--- src/design/dfs_connected_components_core_assert.svh ---
// Assertion helpers for the DFS connected components core.
`ifndef DFS_CONNECTED_COMPONENTS_CORE_ASSERT_SVH
`define DFS_CONNECTED_COMPONENTS_CORE_ASSERT_SVH

// Condition holds at every clock edge out of reset.
`define DFS_ASSERT_ALWAYS(label, ck, rn, cond, msg) \
  label: assert property (@(posedge ck) disable iff (!(rn)) (cond)) else $error(msg);

// Antecedent implies consequent in the same cycle.
`define DFS_ASSERT_IMPLY(label, ck, rn, ante, cons, msg) \
  label: assert property (@(posedge ck) disable iff (!(rn)) (ante) |-> (cons)) else $error(msg);

`endif

--- src/design/dfs_cc_pkg.sv ---
`timescale 1ns / 1ps
`default_nettype none

package dfs_cc_pkg;

  localparam int VERTEX_W    = 5;
  localparam int COUNT_W     = 6;
  localparam int MAX_RESULTS = 32;

  localparam logic OP_ADD_EDGE = 1'b0;
  localparam logic OP_RUN      = 1'b1;

  localparam logic KIND_ACK    = 1'b0;
  localparam logic KIND_VERTEX = 1'b1;

  typedef enum logic [3:0] {
    ST_IDLE,
    ST_EA_RD,
    ST_EA_WR,
    ST_EB_RD,
    ST_EB_WR,
    ST_ACK,
    ST_SCAN,
    ST_ROOT,
    ST_TOP,
    ST_POP,
    ST_EDGE,
    ST_PUSH,
    ST_FLUSH
  } state_t;

  typedef struct packed {
    logic                result_kind;
    logic                edge_dropped;
    logic [VERTEX_W-1:0] vertex_out;
    logic [VERTEX_W-1:0] component_index;
    logic                last_in_component;
    logic                last_of_run;
  } result_t;

endpackage

`default_nettype wire

--- src/design/dfs_cc_in_if.sv ---
`timescale 1ns / 1ps
`default_nettype none

interface dfs_cc_in_if;
  logic                          valid;
  logic                          ready;
  logic                          opcode;
  logic [dfs_cc_pkg::VERTEX_W-1:0] edge_first_end;
  logic [dfs_cc_pkg::VERTEX_W-1:0] edge_second_end;

  modport source (output valid, output opcode, output edge_first_end,
                  output edge_second_end, input ready);
  modport sink (input valid, input opcode, input edge_first_end,
                input edge_second_end, output ready);
endinterface

`default_nettype wire

--- src/design/dfs_cc_out_if.sv ---
`timescale 1ns / 1ps
`default_nettype none

interface dfs_cc_out_if;
  logic                          valid;
  logic                          ready;
  logic                          result_kind;
  logic                          edge_dropped;
  logic [dfs_cc_pkg::VERTEX_W-1:0] vertex_out;
  logic [dfs_cc_pkg::VERTEX_W-1:0] component_index;
  logic                          last_in_component;
  logic                          last_of_run;

  modport source (output valid, output result_kind, output edge_dropped,
                  output vertex_out, output component_index,
                  output last_in_component, output last_of_run, input ready);
  modport sink (input valid, input result_kind, input edge_dropped,
                input vertex_out, input component_index,
                input last_in_component, input last_of_run, output ready);
endinterface

`default_nettype wire

--- src/design/dfs_connected_components_core.sv ---
`timescale 1ns / 1ps
`default_nettype none
`include "dfs_connected_components_core_assert.svh"

// Connected components by depth first search over an edge-loaded graph.
// An edge beat is accepted, appended to both endpoint neighbor lists (each
// append reads the list tail, then writes it, through the head/tail and link
// memories) and acknowledged; a dropped edge skips the appends and is only
// acknowledged. A run beat scans start vertices and walks each component
// through a stack memory, pushing and later popping each visited vertex and
// reading each neighbor entry; a busy output stalls the walk.
// Vertex reports leave one beat behind the walk so the component and run end
// marks ride on the right beat. The run clears the graph when done; no
// clearing pass is needed after reset.
module dfs_connected_components_core #(
  parameter int MAX_VERTICES = 32,
  parameter int MAX_EDGES    = 64
) (
  input  wire logic                           clk,
  input  wire logic                           rst_n,
  dfs_cc_in_if.sink                           in_ch,
  dfs_cc_out_if.source                        out_ch,
  input  wire logic                           cfg_wr_en,
  input  wire logic [dfs_cc_pkg::COUNT_W-1:0] cfg_wr_data
);

  localparam int LD        = 2 * MAX_EDGES;
  localparam int VW        = $clog2(MAX_VERTICES);
  localparam int EW        = $clog2(LD);
  localparam int CW        = $clog2(LD + 1);
  localparam int DW        = $clog2(MAX_VERTICES + 1);
  localparam int START_CAP = (MAX_VERTICES < 32) ? MAX_VERTICES : 32;
  localparam int XW        = dfs_cc_pkg::VERTEX_W;
  localparam int NW        = dfs_cc_pkg::COUNT_W;

  dfs_cc_pkg::state_t  state_r, state_nxt;
  logic [NW-1:0]       vc_r, vc_nxt;
  logic [VW-1:0]       ea_r, ea_nxt, eb_r, eb_nxt;
  logic                drop_r, drop_nxt;
  logic [CW-1:0]       entries_r, entries_nxt;
  logic [MAX_VERTICES-1:0] head_valid_r, head_valid_nxt;
  logic [MAX_VERTICES-1:0] visited_r, visited_nxt;
  logic [NW-1:0]       starts_r, starts_nxt;
  logic [NW-1:0]       s_r, s_nxt;
  logic [NW-1:0]       comp_r, comp_nxt;
  logic [NW-1:0]       n_r, n_nxt;
  logic [DW-1:0]       depth_r, depth_nxt;
  logic                top_valid_r, top_valid_nxt;
  logic [EW-1:0]       top_cur_r, top_cur_nxt;
  logic [VW-1:0]       w_r, w_nxt;
  logic                pend_valid_r, pend_valid_nxt;
  dfs_cc_pkg::result_t pend_r, pend_nxt;
  logic                out_valid_r, out_valid_nxt;
  dfs_cc_pkg::result_t out_r, out_nxt;

  // memory ports
  logic              ht_we, ht_re;
  logic [VW-1:0]     ht_waddr, ht_raddr;
  logic [2*EW-1:0]   ht_wdata, ht_rdata;
  logic              tg_we, lk_re;
  logic [EW-1:0]     lk_waddr, lk_raddr;
  logic [VW-1:0]     tg_wdata, tg_rdata;
  logic              nx_we;
  logic [EW-1:0]     nx_waddr;
  logic [EW:0]       nx_wdata, nx_rdata;
  logic              sk_we, sk_re;
  logic [VW-1:0]     sk_waddr, sk_raddr;
  logic [EW:0]       sk_wdata, sk_rdata;

  logic [VW+XW-1:0]  a_ext, b_ext;
  logic [VW+NW-1:0]  s_ext;
  logic [VW-1:0]     s_v;
  logic [VW-1:0]     app_from, app_to;
  logic [EW-1:0]     e_idx;
  logic              out_free, rep_go, rep_fire;
  logic [VW-1:0]     rep_vertex;
  logic [VW+XW-1:0]  rep_ext;
  logic [VW-1:0]     vis_addr;
  logic [DW-1:0]     depth_m1, depth_m2;
  logic              in_run;

  assign a_ext    = {{VW{1'b0}}, in_ch.edge_first_end};
  assign b_ext    = {{VW{1'b0}}, in_ch.edge_second_end};
  assign s_ext    = {{VW{1'b0}}, s_r};
  assign s_v      = s_ext[VW-1:0];
  assign e_idx    = entries_r[EW-1:0];
  assign rep_ext  = {{XW{1'b0}}, rep_vertex};
  assign depth_m1 = depth_r - DW'(1);
  assign depth_m2 = depth_r - DW'(2);
  assign in_run   = (in_ch.opcode == dfs_cc_pkg::OP_RUN);

  assign app_from = (state_r == dfs_cc_pkg::ST_EB_RD || state_r == dfs_cc_pkg::ST_EB_WR)
                    ? eb_r : ea_r;
  assign app_to   = (state_r == dfs_cc_pkg::ST_EB_RD || state_r == dfs_cc_pkg::ST_EB_WR)
                    ? ea_r : eb_r;
  assign vis_addr = (state_r == dfs_cc_pkg::ST_SCAN) ? s_v : tg_rdata;

  assign out_free = !out_valid_r || out_ch.ready;
  // a report may wait only when an earlier one must first move to the output
  assign rep_go   = (int'(n_r) >= dfs_cc_pkg::MAX_RESULTS) || !pend_valid_r || out_free;

  always_comb begin
    state_nxt      = state_r;
    vc_nxt         = cfg_wr_en ? cfg_wr_data : vc_r;
    ea_nxt         = ea_r;
    eb_nxt         = eb_r;
    drop_nxt       = drop_r;
    entries_nxt    = entries_r;
    head_valid_nxt = head_valid_r;
    visited_nxt    = visited_r;
    starts_nxt     = starts_r;
    s_nxt          = s_r;
    comp_nxt       = comp_r;
    n_nxt          = n_r;
    depth_nxt      = depth_r;
    top_valid_nxt  = top_valid_r;
    top_cur_nxt    = top_cur_r;
    w_nxt          = w_r;
    pend_valid_nxt = pend_valid_r;
    pend_nxt       = pend_r;
    out_valid_nxt  = out_valid_r && !out_ch.ready;
    out_nxt        = out_r;
    in_ch.ready    = 1'b0;
    rep_fire       = 1'b0;
    rep_vertex     = '0;
    ht_we = 1'b0; ht_re = 1'b0; ht_waddr = app_from; ht_raddr = app_from; ht_wdata = '0;
    tg_we = 1'b0; lk_re = 1'b0; lk_waddr = e_idx; lk_raddr = top_cur_r;
    tg_wdata = app_to;
    nx_we = 1'b0; nx_waddr = e_idx; nx_wdata = '0;
    sk_we = 1'b0; sk_re = 1'b0; sk_waddr = depth_m1[VW-1:0]; sk_raddr = depth_m2[VW-1:0];
    sk_wdata = '0;

    unique case (state_r)
      dfs_cc_pkg::ST_IDLE: begin
        in_ch.ready = 1'b1;
        if (in_ch.valid) begin
          if (in_run) begin
            starts_nxt = (int'(vc_r) > START_CAP) ? NW'(START_CAP) : vc_r;
            s_nxt      = '0;
            comp_nxt   = '0;
            n_nxt      = '0;
            state_nxt  = dfs_cc_pkg::ST_SCAN;
          end else begin
            ea_nxt    = a_ext[VW-1:0];
            eb_nxt    = b_ext[VW-1:0];
            drop_nxt  = (int'(in_ch.edge_first_end) >= MAX_VERTICES) ||
                        (int'(in_ch.edge_second_end) >= MAX_VERTICES) ||
                        (int'(entries_r) + 2 > LD);
            state_nxt = ((int'(in_ch.edge_first_end) >= MAX_VERTICES) ||
                         (int'(in_ch.edge_second_end) >= MAX_VERTICES) ||
                         (int'(entries_r) + 2 > LD))
                        ? dfs_cc_pkg::ST_ACK : dfs_cc_pkg::ST_EA_RD;
          end
        end
      end
      dfs_cc_pkg::ST_EA_RD, dfs_cc_pkg::ST_EB_RD: begin
        // fetch the list tail, lay down the new link entry
        ht_re     = 1'b1;
        tg_we     = 1'b1;
        nx_we     = 1'b1;
        nx_wdata  = '0;
        state_nxt = (state_r == dfs_cc_pkg::ST_EA_RD) ? dfs_cc_pkg::ST_EA_WR
                                                     : dfs_cc_pkg::ST_EB_WR;
      end
      dfs_cc_pkg::ST_EA_WR, dfs_cc_pkg::ST_EB_WR: begin
        ht_we = 1'b1;
        if (head_valid_r[app_from]) begin
          nx_we    = 1'b1;
          nx_waddr = ht_rdata[EW-1:0];
          nx_wdata = {1'b1, e_idx};
          ht_wdata = {ht_rdata[2*EW-1:EW], e_idx};
        end else begin
          ht_wdata = {e_idx, e_idx};
          head_valid_nxt[app_from] = 1'b1;
        end
        entries_nxt = entries_r + CW'(1);
        state_nxt   = (state_r == dfs_cc_pkg::ST_EA_WR) ? dfs_cc_pkg::ST_EB_RD
                                                       : dfs_cc_pkg::ST_ACK;
      end
      dfs_cc_pkg::ST_ACK: begin
        if (out_free) begin
          out_valid_nxt             = 1'b1;
          out_nxt                   = '0;
          out_nxt.result_kind       = dfs_cc_pkg::KIND_ACK;
          out_nxt.edge_dropped      = drop_r;
          out_nxt.last_of_run       = 1'b1;
          state_nxt                 = dfs_cc_pkg::ST_IDLE;
        end
      end
      dfs_cc_pkg::ST_SCAN: begin
        if (s_r >= starts_r) begin
          state_nxt = dfs_cc_pkg::ST_FLUSH;
        end else if (visited_r[vis_addr]) begin
          s_nxt = s_r + NW'(1);
        end else if (rep_go) begin
          visited_nxt[vis_addr] = 1'b1;
          rep_fire   = 1'b1;
          rep_vertex = s_v;
          ht_re      = 1'b1;
          ht_raddr   = s_v;
          state_nxt  = dfs_cc_pkg::ST_ROOT;
        end
      end
      dfs_cc_pkg::ST_ROOT: begin
        top_valid_nxt = head_valid_r[s_v];
        top_cur_nxt   = ht_rdata[2*EW-1:EW];
        depth_nxt     = DW'(1);
        state_nxt     = dfs_cc_pkg::ST_TOP;
      end
      dfs_cc_pkg::ST_TOP: begin
        if (depth_r == '0) begin
          // component done
          if (pend_valid_r) begin
            pend_nxt.last_in_component = 1'b1;
          end
          comp_nxt  = comp_r + NW'(1);
          s_nxt     = s_r + NW'(1);
          state_nxt = dfs_cc_pkg::ST_SCAN;
        end else if (!top_valid_r) begin
          depth_nxt = depth_m1;
          if (depth_r >= DW'(2)) begin
            sk_re     = 1'b1;
            state_nxt = dfs_cc_pkg::ST_POP;
          end
        end else begin
          lk_re     = 1'b1;
          state_nxt = dfs_cc_pkg::ST_EDGE;
        end
      end
      dfs_cc_pkg::ST_POP: begin
        top_valid_nxt = sk_rdata[EW];
        top_cur_nxt   = sk_rdata[EW-1:0];
        state_nxt     = dfs_cc_pkg::ST_TOP;
      end
      dfs_cc_pkg::ST_EDGE: begin
        if (!visited_r[vis_addr] && int'(depth_r) < MAX_VERTICES) begin
          if (rep_go) begin
            top_valid_nxt         = nx_rdata[EW];
            top_cur_nxt           = nx_rdata[EW-1:0];
            visited_nxt[vis_addr] = 1'b1;
            rep_fire              = 1'b1;
            rep_vertex            = tg_rdata;
            sk_we                 = 1'b1;
            sk_wdata              = nx_rdata;
            ht_re                 = 1'b1;
            ht_raddr              = tg_rdata;
            w_nxt                 = tg_rdata;
            state_nxt             = dfs_cc_pkg::ST_PUSH;
          end
        end else begin
          top_valid_nxt = nx_rdata[EW];
          top_cur_nxt   = nx_rdata[EW-1:0];
          state_nxt     = dfs_cc_pkg::ST_TOP;
        end
      end
      dfs_cc_pkg::ST_PUSH: begin
        top_valid_nxt = head_valid_r[w_r];
        top_cur_nxt   = ht_rdata[2*EW-1:EW];
        depth_nxt     = depth_r + DW'(1);
        state_nxt     = dfs_cc_pkg::ST_TOP;
      end
      dfs_cc_pkg::ST_FLUSH: begin
        if (!pend_valid_r || out_free) begin
          if (pend_valid_r) begin
            out_valid_nxt       = 1'b1;
            out_nxt             = pend_r;
            out_nxt.last_of_run = 1'b1;
          end
          pend_valid_nxt = 1'b0;
          head_valid_nxt = '0;
          visited_nxt    = '0;
          entries_nxt    = '0;
          state_nxt      = dfs_cc_pkg::ST_IDLE;
        end
      end
      default: begin
        state_nxt = dfs_cc_pkg::ST_IDLE;
      end
    endcase

    // the previous report leaves once the next one is known
    if (rep_fire && int'(n_r) < dfs_cc_pkg::MAX_RESULTS) begin
      if (pend_valid_r) begin
        out_valid_nxt = 1'b1;
        out_nxt       = pend_r;
      end
      pend_valid_nxt             = 1'b1;
      pend_nxt.result_kind       = dfs_cc_pkg::KIND_VERTEX;
      pend_nxt.edge_dropped      = 1'b0;
      pend_nxt.vertex_out        = rep_ext[XW-1:0];
      pend_nxt.component_index   = comp_r[XW-1:0];
      pend_nxt.last_in_component = 1'b0;
      pend_nxt.last_of_run       = 1'b0;
      n_nxt                      = n_r + NW'(1);
    end
  end

  always_ff @(posedge clk) begin
    if (!rst_n) begin
      state_r      <= dfs_cc_pkg::ST_IDLE;
      vc_r         <= NW'(32);
      entries_r    <= '0;
      head_valid_r <= '0;
      visited_r    <= '0;
      n_r          <= '0;
      depth_r      <= '0;
      pend_valid_r <= 1'b0;
      out_valid_r  <= 1'b0;
    end else begin
      state_r      <= state_nxt;
      vc_r         <= vc_nxt;
      entries_r    <= entries_nxt;
      head_valid_r <= head_valid_nxt;
      visited_r    <= visited_nxt;
      n_r          <= n_nxt;
      depth_r      <= depth_nxt;
      pend_valid_r <= pend_valid_nxt;
      out_valid_r  <= out_valid_nxt;
    end
  end

  always_ff @(posedge clk) begin
    ea_r        <= ea_nxt;
    eb_r        <= eb_nxt;
    drop_r      <= drop_nxt;
    starts_r    <= starts_nxt;
    s_r         <= s_nxt;
    comp_r      <= comp_nxt;
    top_valid_r <= top_valid_nxt;
    top_cur_r   <= top_cur_nxt;
    w_r         <= w_nxt;
    pend_r      <= pend_nxt;
    out_r       <= out_nxt;
  end

  assign out_ch.valid             = out_valid_r;
  assign out_ch.result_kind       = out_r.result_kind;
  assign out_ch.edge_dropped      = out_r.edge_dropped;
  assign out_ch.vertex_out        = out_r.vertex_out;
  assign out_ch.component_index   = out_r.component_index;
  assign out_ch.last_in_component = out_r.last_in_component;
  assign out_ch.last_of_run       = out_r.last_of_run;

  // per-vertex list head and tail
  dfs_cc_ram #(.WIDTH(2 * EW), .DEPTH(MAX_VERTICES)) u_head_tail (
    .clk   (clk),
    .we    (ht_we),
    .waddr (ht_waddr),
    .wdata (ht_wdata),
    .re    (ht_re),
    .raddr (ht_raddr),
    .rdata (ht_rdata)
  );

  // neighbor vertex of each link entry
  dfs_cc_ram #(.WIDTH(VW), .DEPTH(LD)) u_link_target (
    .clk   (clk),
    .we    (tg_we),
    .waddr (lk_waddr),
    .wdata (tg_wdata),
    .re    (lk_re),
    .raddr (lk_raddr),
    .rdata (tg_rdata)
  );

  // next pointer with its valid bit
  dfs_cc_ram #(.WIDTH(EW + 1), .DEPTH(LD)) u_link_next (
    .clk   (clk),
    .we    (nx_we),
    .waddr (nx_waddr),
    .wdata (nx_wdata),
    .re    (lk_re),
    .raddr (lk_raddr),
    .rdata (nx_rdata)
  );

  // stack entries below the top; the top cursor lives in registers
  dfs_cc_ram #(.WIDTH(EW + 1), .DEPTH(MAX_VERTICES)) u_stack (
    .clk   (clk),
    .we    (sk_we),
    .waddr (sk_waddr),
    .wdata (sk_wdata),
    .re    (sk_re),
    .raddr (sk_raddr),
    .rdata (sk_rdata)
  );

  `DFS_ASSERT_ALWAYS(a_depth_bound, clk, rst_n, int'(depth_r) <= MAX_VERTICES, "stack overflow")
  `DFS_ASSERT_ALWAYS(a_entries_bound, clk, rst_n, int'(entries_r) <= LD, "link store overrun")
  `DFS_ASSERT_IMPLY(a_pend_counted, clk, rst_n, pend_valid_r, n_r != '0, "pending beat uncounted")
  `DFS_ASSERT_IMPLY(a_idle_no_pend, clk, rst_n, state_r == dfs_cc_pkg::ST_IDLE, !pend_valid_r, "report left behind")

endmodule

`default_nettype wire

--- src/design/dfs_cc_ram.sv ---
`timescale 1ns / 1ps
`default_nettype none

module dfs_cc_ram #(
  parameter int WIDTH = 8,
  parameter int DEPTH = 32
) (
  input  wire logic                     clk,
  input  wire logic                     we,
  input  wire logic [$clog2(DEPTH)-1:0] waddr,
  input  wire logic [WIDTH-1:0]         wdata,
  input  wire logic                     re,
  input  wire logic [$clog2(DEPTH)-1:0] raddr,
  output logic      [WIDTH-1:0]         rdata
);

  logic [WIDTH-1:0] mem [DEPTH];

  always_ff @(posedge clk) begin
    if (we) begin
      mem[waddr] <= wdata;
    end
    if (re) begin
      rdata <= mem[raddr];
    end
  end

endmodule

`default_nettype wire
--- src/flat_wrapper.sv ---
// flat-port wrapper written by rule: the top's interface ports become plain ports
module dfs_connected_components_core_flat 
#(
  parameter int MAX_VERTICES = 32,
  parameter int MAX_EDGES    = 64
)
  (clk, rst_n, cfg_wr_en, cfg_wr_data, in_ch_valid, in_ch_opcode, in_ch_edge_first_end, in_ch_edge_second_end, in_ch_ready, out_ch_valid, out_ch_result_kind, out_ch_edge_dropped, out_ch_vertex_out, out_ch_component_index, out_ch_last_in_component, out_ch_last_of_run, out_ch_ready);
  dfs_cc_in_if in_ch_i ();
  dfs_cc_out_if out_ch_i ();
  input  wire logic clk;
  input  wire logic rst_n;
  input  wire logic cfg_wr_en;
  input  wire logic [dfs_cc_pkg::COUNT_W-1:0] cfg_wr_data;
  input wire logic [$bits(in_ch_i.valid)-1:0] in_ch_valid;
  input wire logic [$bits(in_ch_i.opcode)-1:0] in_ch_opcode;
  input wire logic [$bits(in_ch_i.edge_first_end)-1:0] in_ch_edge_first_end;
  input wire logic [$bits(in_ch_i.edge_second_end)-1:0] in_ch_edge_second_end;
  output wire logic [$bits(in_ch_i.ready)-1:0] in_ch_ready;
  output wire logic [$bits(out_ch_i.valid)-1:0] out_ch_valid;
  output wire logic [$bits(out_ch_i.result_kind)-1:0] out_ch_result_kind;
  output wire logic [$bits(out_ch_i.edge_dropped)-1:0] out_ch_edge_dropped;
  output wire logic [$bits(out_ch_i.vertex_out)-1:0] out_ch_vertex_out;
  output wire logic [$bits(out_ch_i.component_index)-1:0] out_ch_component_index;
  output wire logic [$bits(out_ch_i.last_in_component)-1:0] out_ch_last_in_component;
  output wire logic [$bits(out_ch_i.last_of_run)-1:0] out_ch_last_of_run;
  input wire logic [$bits(out_ch_i.ready)-1:0] out_ch_ready;
  assign in_ch_i.valid = in_ch_valid;
  assign in_ch_i.opcode = in_ch_opcode;
  assign in_ch_i.edge_first_end = in_ch_edge_first_end;
  assign in_ch_i.edge_second_end = in_ch_edge_second_end;
  assign in_ch_ready = in_ch_i.ready;
  assign out_ch_valid = out_ch_i.valid;
  assign out_ch_result_kind = out_ch_i.result_kind;
  assign out_ch_edge_dropped = out_ch_i.edge_dropped;
  assign out_ch_vertex_out = out_ch_i.vertex_out;
  assign out_ch_component_index = out_ch_i.component_index;
  assign out_ch_last_in_component = out_ch_i.last_in_component;
  assign out_ch_last_of_run = out_ch_i.last_of_run;
  assign out_ch_i.ready = out_ch_ready;
  dfs_connected_components_core #(.MAX_VERTICES(MAX_VERTICES), .MAX_EDGES(MAX_EDGES)) u_core (.clk(clk), .rst_n(rst_n), .in_ch(in_ch_i), .out_ch(out_ch_i), .cfg_wr_en(cfg_wr_en), .cfg_wr_data(cfg_wr_data));
endmodule
--- config.mk ---
export PLATFORM = sky130hd
export DESIGN_NAME = dfs_connected_components_core_flat
export DESIGN_NICKNAME = d
export VERILOG_FILES = /design/src/design/dfs_cc_pkg.sv /design/src/design/dfs_cc_in_if.sv /design/src/design/dfs_cc_out_if.sv /design/src/design/dfs_connected_components_core.sv /design/src/design/dfs_cc_ram.sv /design/src/flat_wrapper.sv
export VERILOG_INCLUDE_DIRS = /design/src /design/src/design
export SDC_FILE = /design/constraint.sdc
export NUM_CORES = 2
export LEC_CHECK = 0
export BUFFER_PORTS_ARGS = -buffer_cell sky130_fd_sc_hd__buf_2
export CAP_MARGIN = 20
export CORE_MARGIN = 3
export CORE_UTILIZATION = 63
export CTS_CLUSTER_DIAMETER = 80
export CTS_CLUSTER_SIZE = 16
export DETAILED_ROUTE_END_ITERATION = 7
export PLACE_DENSITY = 0.83
export SKIP_CTS_REPAIR_TIMING = 1
export SYNTH_ARGS = -nofsm -noshare
export SYNTH_HDL_FRONTEND = slang
export SYNTH_SLANG_ARGS = --single-unit
--- constraint.sdc ---
create_clock -name clk -period 7.95 [get_ports clk]
set_clock_uncertainty 0.2 [all_clocks]
set_input_delay 0.795 -clock clk [delete_from_list [all_inputs] [get_ports clk]]
set_output_delay 0.795 -clock clk [all_outputs]
set_load 0.1 [all_outputs]
# Word level (Yosys, flattened, before mapping)

Memories as Yosys holds them, arrays and structs flattened. A register that Yosys moved wholly into a read port is not among the register bits.
Cells that the tools add are included.
Widths: inputs -> output; s select.

Bits in registers: 163
RAM bits: 2368
Output and inout port bits: 16
Memories kept: 4

Memory list:

| name                     | depth | bits a word | read ports | clocked after Yosys merged registers in | write ports | RTL line         | text |
|---|---|---|---|---|---|---|---|
| u_core.u_link_next.mem   | 128   | 8           | 1          | 1                                       | 1           | dfs_cc_ram.sv:17 | `logic [WIDTH-1:0] mem [DEPTH];` |
| u_core.u_link_target.mem | 128   | 5           | 1          | 1                                       | 1           | dfs_cc_ram.sv:17 |  |
| u_core.u_head_tail.mem   | 32    | 14          | 1          | 1                                       | 1           | dfs_cc_ram.sv:17 |  |
| u_core.u_stack.mem       | 32    | 8           | 1          | 1                                       | 1           | dfs_cc_ram.sv:17 |  |

Add/sub/neg operators: 8
$lt $le $gt $ge: 13
Equal/unequal tests: 28
Mux-type cells: 123
Bitwise operators: 3
Reductions and logical operators: 47

Operator list:

| cell                | count |
|---|---|
| $mux 32             | 6 |
| $mux 14             | 7 |
| $pmux 32 s3         | 1 |
| $mux 5              | 13 |
| $or 32x32->32       | 2 |
| $pmux 32 s2         | 1 |
| $mux 6              | 10 |
| $mux 4              | 12 |
| $mux 8              | 6 |
| $mux 1              | 40 |
| $pmux 4 s9          | 1 |
| $pmux 6 s3          | 2 |
| $gt 32x9->1 const B | 1 |
| $mux 7              | 4 |
| $pmux 14 s2         | 1 |
| $add 6x1->6 const B | 4 |
| $lt 5x6->1 const B  | 4 |
| $pmux 7 s3          | 1 |
| $reduce_and 3->1    | 7 |
| $bmux 1 s5          | 4 |
| $eq 4x4->1 const B  | 5 |
| $pmux 5 s2          | 2 |
| $eq 4x3->1 const B  | 4 |
| $ne 2x2->1 const B  | 8 |
| 39 further kinds    | 76 |

# Depth between registers and ports, before layout

Depth in word-level cells: 11
Gate-level depth with buffers: 18
Depth with buffers taken out: 14

# Cells and area by module

From an unflattened synthesis, not the netlist that was laid out.

Cell total of the unflattened synthesis: 5167
Area total of the unflattened synthesis: 102345.7 µm²

Modules (own cells, without submodules):

| module                            | times used | cells an instance | area each (µm²) | seq. area each (µm²) |
|---|---|---|---|---|
| dfs_cc_ram (u_core.u_link_next)   | 1          | 1635              | 39745.6         | 30989.7 |
| dfs_cc_ram (u_core.u_link_target) | 1          | 1090              | 25110.3         | 19368.6 |
| dfs_cc_ram (u_core.u_head_tail)   | 1          | 1006              | 18151.2         | 13873.3 |
| dfs_cc_ram (u_core.u_stack)       | 1          | 417               | 10133.5         | 7927.6 |
| dfs_connected_components_core     | 1          | 1019              | 9205.1          | 3753.6 |

# Least setup slack after synthesis

Ideal clock, no wire load.

Path type: reg2reg
Start point: register u_core.state_r[2]
End point: memory u_core.u_link_next.mem[0][0] (data pin)
Setup time: 0.798 ns
Arrival time: 5.810 ns
Data required time: 6.952 ns
Slack: 1.143 ns
Cell stages (with the launch flop): 13
Period minus slack after synthesis: 6.807 ns
Cells stage by stage: dfxtp_1 nand2b_4 a211oi_4 o22ai_1 a21oi_2 buf_6 mux2i_1 o22ai_1 or4_1 or2_1 buf_2 buf_1 nor2_1

Cells in the longest elaborated chain, start to end: 7

RTL lines:

| element                                         | RTL line                                                                  | text |
|---|---|---|
| start, declared                                 | dfs_connected_components_core.sv:36                                       | `dfs_cc_pkg::state_t state_r, state_nxt;` |
| start signal, assigned                          | dfs_connected_components_core.sv:300                                      | `state_r <= dfs_cc_pkg::ST_IDLE;` |
| start signal, assigned                          | dfs_connected_components_core.sv:310                                      | `state_r <= state_nxt;` |
| $eq 4x2->1 / $eq 4x3->1 (equally long branches) | dfs_connected_components_core.sv:92, dfs_connected_components_core.sv:133 |  |
| $logic_or 1x1->1                                | dfs_connected_components_core.sv:92                                       | `assign app_from = (state_r == dfs_cc_pkg::ST_EB_RD \|\| state_r == dfs_cc_pkg::ST_EB_WR)` |
| $mux 5                                          | dfs_connected_components_core.sv:93                                       | `? eb_r : ea_r;` |
| $bmux 1 s5                                      | dfs_connected_components_core.sv:167                                      | `if (head_valid_r[app_from]) begin` |
| $mux 1 (implied by the code)                    | dfs_connected_components_core.sv:167                                      |  |
| $mux 8                                          | dfs_connected_components_core.sv:167                                      |  |
| $mux 8 (*)                                      | dfs_connected_components_core.sv:133                                      | `unique case (state_r)` |
| via u_core.nx_wdata[0]                          | dfs_connected_components_core.sv:65                                       | `logic [EW:0] nx_wdata, nx_rdata;` |
| end, declared                                   | dfs_cc_ram.sv:17                                                          |  |

Mark *: on every way through the listed nets, which the timed path passes. The rest lies on a longest branch. The select of a mux whose other input is x is not followed.

# Worst setup path in the final report

Start point: register u_core.state_r[2]
End point: memory u_core.u_link_next.mem[150][5], in the netlist u_core.u_link_next.mem[75][5], enable pin

Cells in the longest elaborated chain, start to end: 9

RTL lines:

| element                                         | RTL line                                                                  | text |
|---|---|---|
| $eq 4x2->1 / $eq 4x3->1 (equally long branches) | dfs_connected_components_core.sv:92, dfs_connected_components_core.sv:133 |  |
| $logic_or 1x1->1                                | dfs_connected_components_core.sv:92                                       |  |
| $mux 5                                          | dfs_connected_components_core.sv:93                                       |  |
| $bmux 1 s5                                      | dfs_connected_components_core.sv:167                                      |  |
| $mux 1 (implied by the code)                    | dfs_connected_components_core.sv:167                                      |  |
| $mux 1                                          | dfs_connected_components_core.sv:167                                      |  |
| $pmux 1 s2                                      | dfs_connected_components_core.sv:133                                      |  |
| $mux 1                                          | dfs_cc_ram.sv:20                                                          | `if (we) begin` |
| $mux 1 (implied by the code)                    | dfs_cc_ram.sv:21                                                          | `mem[waddr] <= wdata;` |

Several ways; a longest one is shown, not always the timed one. The select of a mux whose other input is x is not followed.

==> out/metrics.csv <==
stage,metric,value,unit
outcome,status,"finished, violations left",
outcome,failing checks,design-rule violations,
floorplan,Top Ports,38,
drt,vias post-DR,55706,
critical_path,Crit-path slowest cell,nor3_1,
critical_path,startpoint class of the critical path,flop,
sta,RSZ-0062 raised after global routing,no,
placement,# port buffers,37,
synth,post-synthesis sequential area ratio,74.4,%
synth,syn_area_per_cell,18.9,um^2
drt,# DRC,6,
critical_path,CP cell instances,nand2b_1 > nand2b_1 > o221ai_1 > nor2_1 > nand2_1 > o22ai_1 > or4_1 > buf_4 > or2_2 > buf_4 > inv_4 > a22oi_2 > or2_2 > nor3_1,
worst_hold_path,Hold/Removal Path Class,primary input to flop,
drt,WL final,257,mm
synth,Ys Warns,0,
power_and_ir_drop,peak supply drop,0.328,mV
placement,Post-DP HPWL,143,mm
job,Max-Cap Viols,0,
critical_path,CP top delay family,simple AND/OR/NAND/NOR gates,
layout,layout cells sized above 1,22.2,%
synth,ys async rst share,0,%
synth,Synth top cells by count,"2454 x edfxtp_1, 647 x mux4_2, 497 x nand2_1",
clocking,Clock Latency Late Sink,0.83,ns
placement,Placed Area,0.105,mm^2
floorplan,core area,0.161,mm^2
synth,Synth area leaders,"edfxtp_1 72%, mux4_2 14%, dfxtp_1 2.2%",
power_and_ir_drop,Cell Pwr Density,272,mW/mm^2
critical_path,Slowest Stage Delay on Critical Path,1.01,ns
floorplan,Rows,147,
sta,Final setup violation count,0,
sta,actual slew at the worst max-slew pin,1.23,ns
global_route,vias in the first global route,54515,
critical_path,Setup crit end kind,flop,
power_and_ir_drop,LEAKAGE,33.1,nW
synth,top-count cell post-synth,edfxtp_1,
placement,Placed Cells,7443,
clocking,Root Buffer,clkbuf_16,
synth,Synth area leader,edfxtp_1,
sta,Final Hold Viols,0,
global_route,global-route wire length before repair,376,mm
critical_path,Worst Path Arrival,7.24,ns
synth,Gate Count Post-Synth,5406,
synth,Yosys top cell area share,72.2,%
clocking,"Reg clk slew, reported paths",0.07,ns
drt,Initial DRC Count,9077,
drt,DR vias/cell,7.17,
global_route,gr ovfl total,0,
critical_path,crit path max fanout,29,
synth,synth unique cells,81,
clocking,CTS sink cnt,2565,
global_route,Tot GR Track Use,30.7,%
power_and_ir_drop,Final Power,0.0302,W
layout,Sequential Area,0.0759,mm^2
sta,final setup TNS,0,ns
clocking,Clock Tree Buf Depth,3,
layout,Layout Nets,5603,
placement,gp weighted congestion,0.889,
sta,post-layout min period,7.00,ns
sta,maximum clock rate,143,MHz
sta,Tcrit/Tclk final,88.0,%
global_route,largest net degree at the start of global routing,161,
floorplan,Die W,408,um
drt,Detail Route Antenna Nets,0,
critical_path,WP data required,8.20,ns
global_route,initial antenna violation count,15,
synth,Post-synth EDFFs,2454,
layout,Fillers,9276,
drt,drt pass-1 iters,8,
floorplan,Initial Util,63.5,%
layout,Multi-input gate area,0.0248,mm^2
drt,Routed wire per std cell,33.0,um
sta,Relative slew margins,17.9,%
floorplan,die area,0.167,mm^2
clocking,CTS buffer count,179,
synth,syn nets,5454,
sta,final slew viol count,0,
synth,#FFs+latches synth,2565,
synth,Main synth FF type,edfxtp_1,
critical_path,CP Buf/Inv Count,3,
critical_path,Crit Path Class,flop to flop,
synth,Post-Syn Area,0.102,mm^2
layout,Layout Area Growth over Synthesis,8.76,%
clocking,CTS H-Tree Depth,4,
floorplan,Die Ht,408,um
layout,Finished Layout Cells,7771,
layout,cell area after layout,0.111,mm^2
clocking,CTS tree,done,
-- final timing paths --
kind / from / end / slack, ns / cells after the start
max: u_core.state_r[2] / u_core.u_link_next.mem[75][5] / 0.95 / 14
min: cfg_wr_data[4] / u_core.vc_r[4] / 0.04 / 3
max reg2reg: u_core.state_r[2] / u_core.u_link_next.mem[75][5] / 0.95 / 14
min reg2reg: u_core.pend_r[4] / u_core.out_ch.component_index[2] / 0.23 / 2
-- layer usage --
metal	part of all wire (%)	wire [um]	global-route usage, %
met1	34	88300	42.3
met2	49	126000	49.0
met3	11	29500	5.93
met4	4.9	12700	12.9
met5	0.056	144	0
-- kinds of logic after synthesis --
group | Yosys count | share of synthesized area [%]
multiplexers | 777 | 15.6
flip-flops | 2565 | 74.4
XOR/XNOR | 22 | 0.189
buffers and inverters | 368 | 1.53
AND/OR/NAND/NOR | 1260 | 5.43
AO/OA/AOI/OAI | 388 | 2.55
adder cells (fa/ha/maj) | 26 | 0.319
-- cell usage in the layout (no fill, tap or decap), drive strengths merged, types with 42 or more instances in the layout --
cell | netlist | layout
inv | 32 | 42
edfxtp | 2454 | 2454
nor2 | 316 | 316
a31oi | 45 | 45
o21ai | 53 | 53
nand3 | 186 | 186
mux2i | 98 | 98
nor3 | 138 | 138
dfxtp | 111 | 111
clkbuf | 197 | 258
nand2 | 497 | 497
buf | 138 | 251
mux4 | 647 | 647
a21oi | 127 | 127
-- flip-flops by register name, indices dropped and copies added (netlist names), 6 cells and up --
register	flops
u_core.depth_r	6
u_core.entries_r	8
u_core.head_valid_r	32
u_core.lk_raddr	7
u_core.n_r	6
u_core.pend_r	11
u_core.s_r	6
u_core.starts_r	6
u_core.u_head_tail.mem	448
u_core.u_head_tail.rdata	14
u_core.u_link_next.mem	1024
u_core.u_link_next.rdata	8
u_core.u_link_target.mem	640
u_core.u_stack.mem	256
u_core.u_stack.rdata	8
u_core.vc_r	6
u_core.visited_r	32
-- layout make-up --
type | count | area share (%)
Antenna cell | 5 | 0.0113
Clock buffer | 217 | 4.24
Clock inverter | 15 | 0.216
Inverter | 33 | 0.114
Multi-Input combinational cell | 2473 | 22.4
Sequential cell | 2565 | 68.4
Tap cell | 2160 | 2.44
Timing Repair Buffer | 303 | 2.22
-- per-stage QoR --
stage	utilization (%)	setup WS, ns	hold slack [ns]
2_1_floorplan	-	1.14	0.208
3_3_place_gp	65.4	1.43	0.225
3_5_place_dp	65.5	1.25	0.225
4_1_cts	68.5	1.18	-0.0897
5_1_grt	69.0	0.701	0.0499
6_report	69.0	0.953	0.0393
-- worst reg2reg max path: cells and delay by family (launching register included) --
| family | cells | cell delay [ns] |
|---|---|---|
| DFF | 1 | 0.65 |
| and+or+nand+nor | 8 | 3.73 |
| AOI/OAI and AO/OA | 3 | 1.20 |
| buffers and inverters | 3 | 0.85 |
-- power breakdown --
part / leakage, nW / switching [W] / internal (W)
logic: 8.85 / 0.00416 / 0.00150
clock network: 2.40 / 0.00441 / 0.00418
registers: 21.9 / 0.000281 / 0.0157
Note: power is estimated with default switching activity, not from simulation.
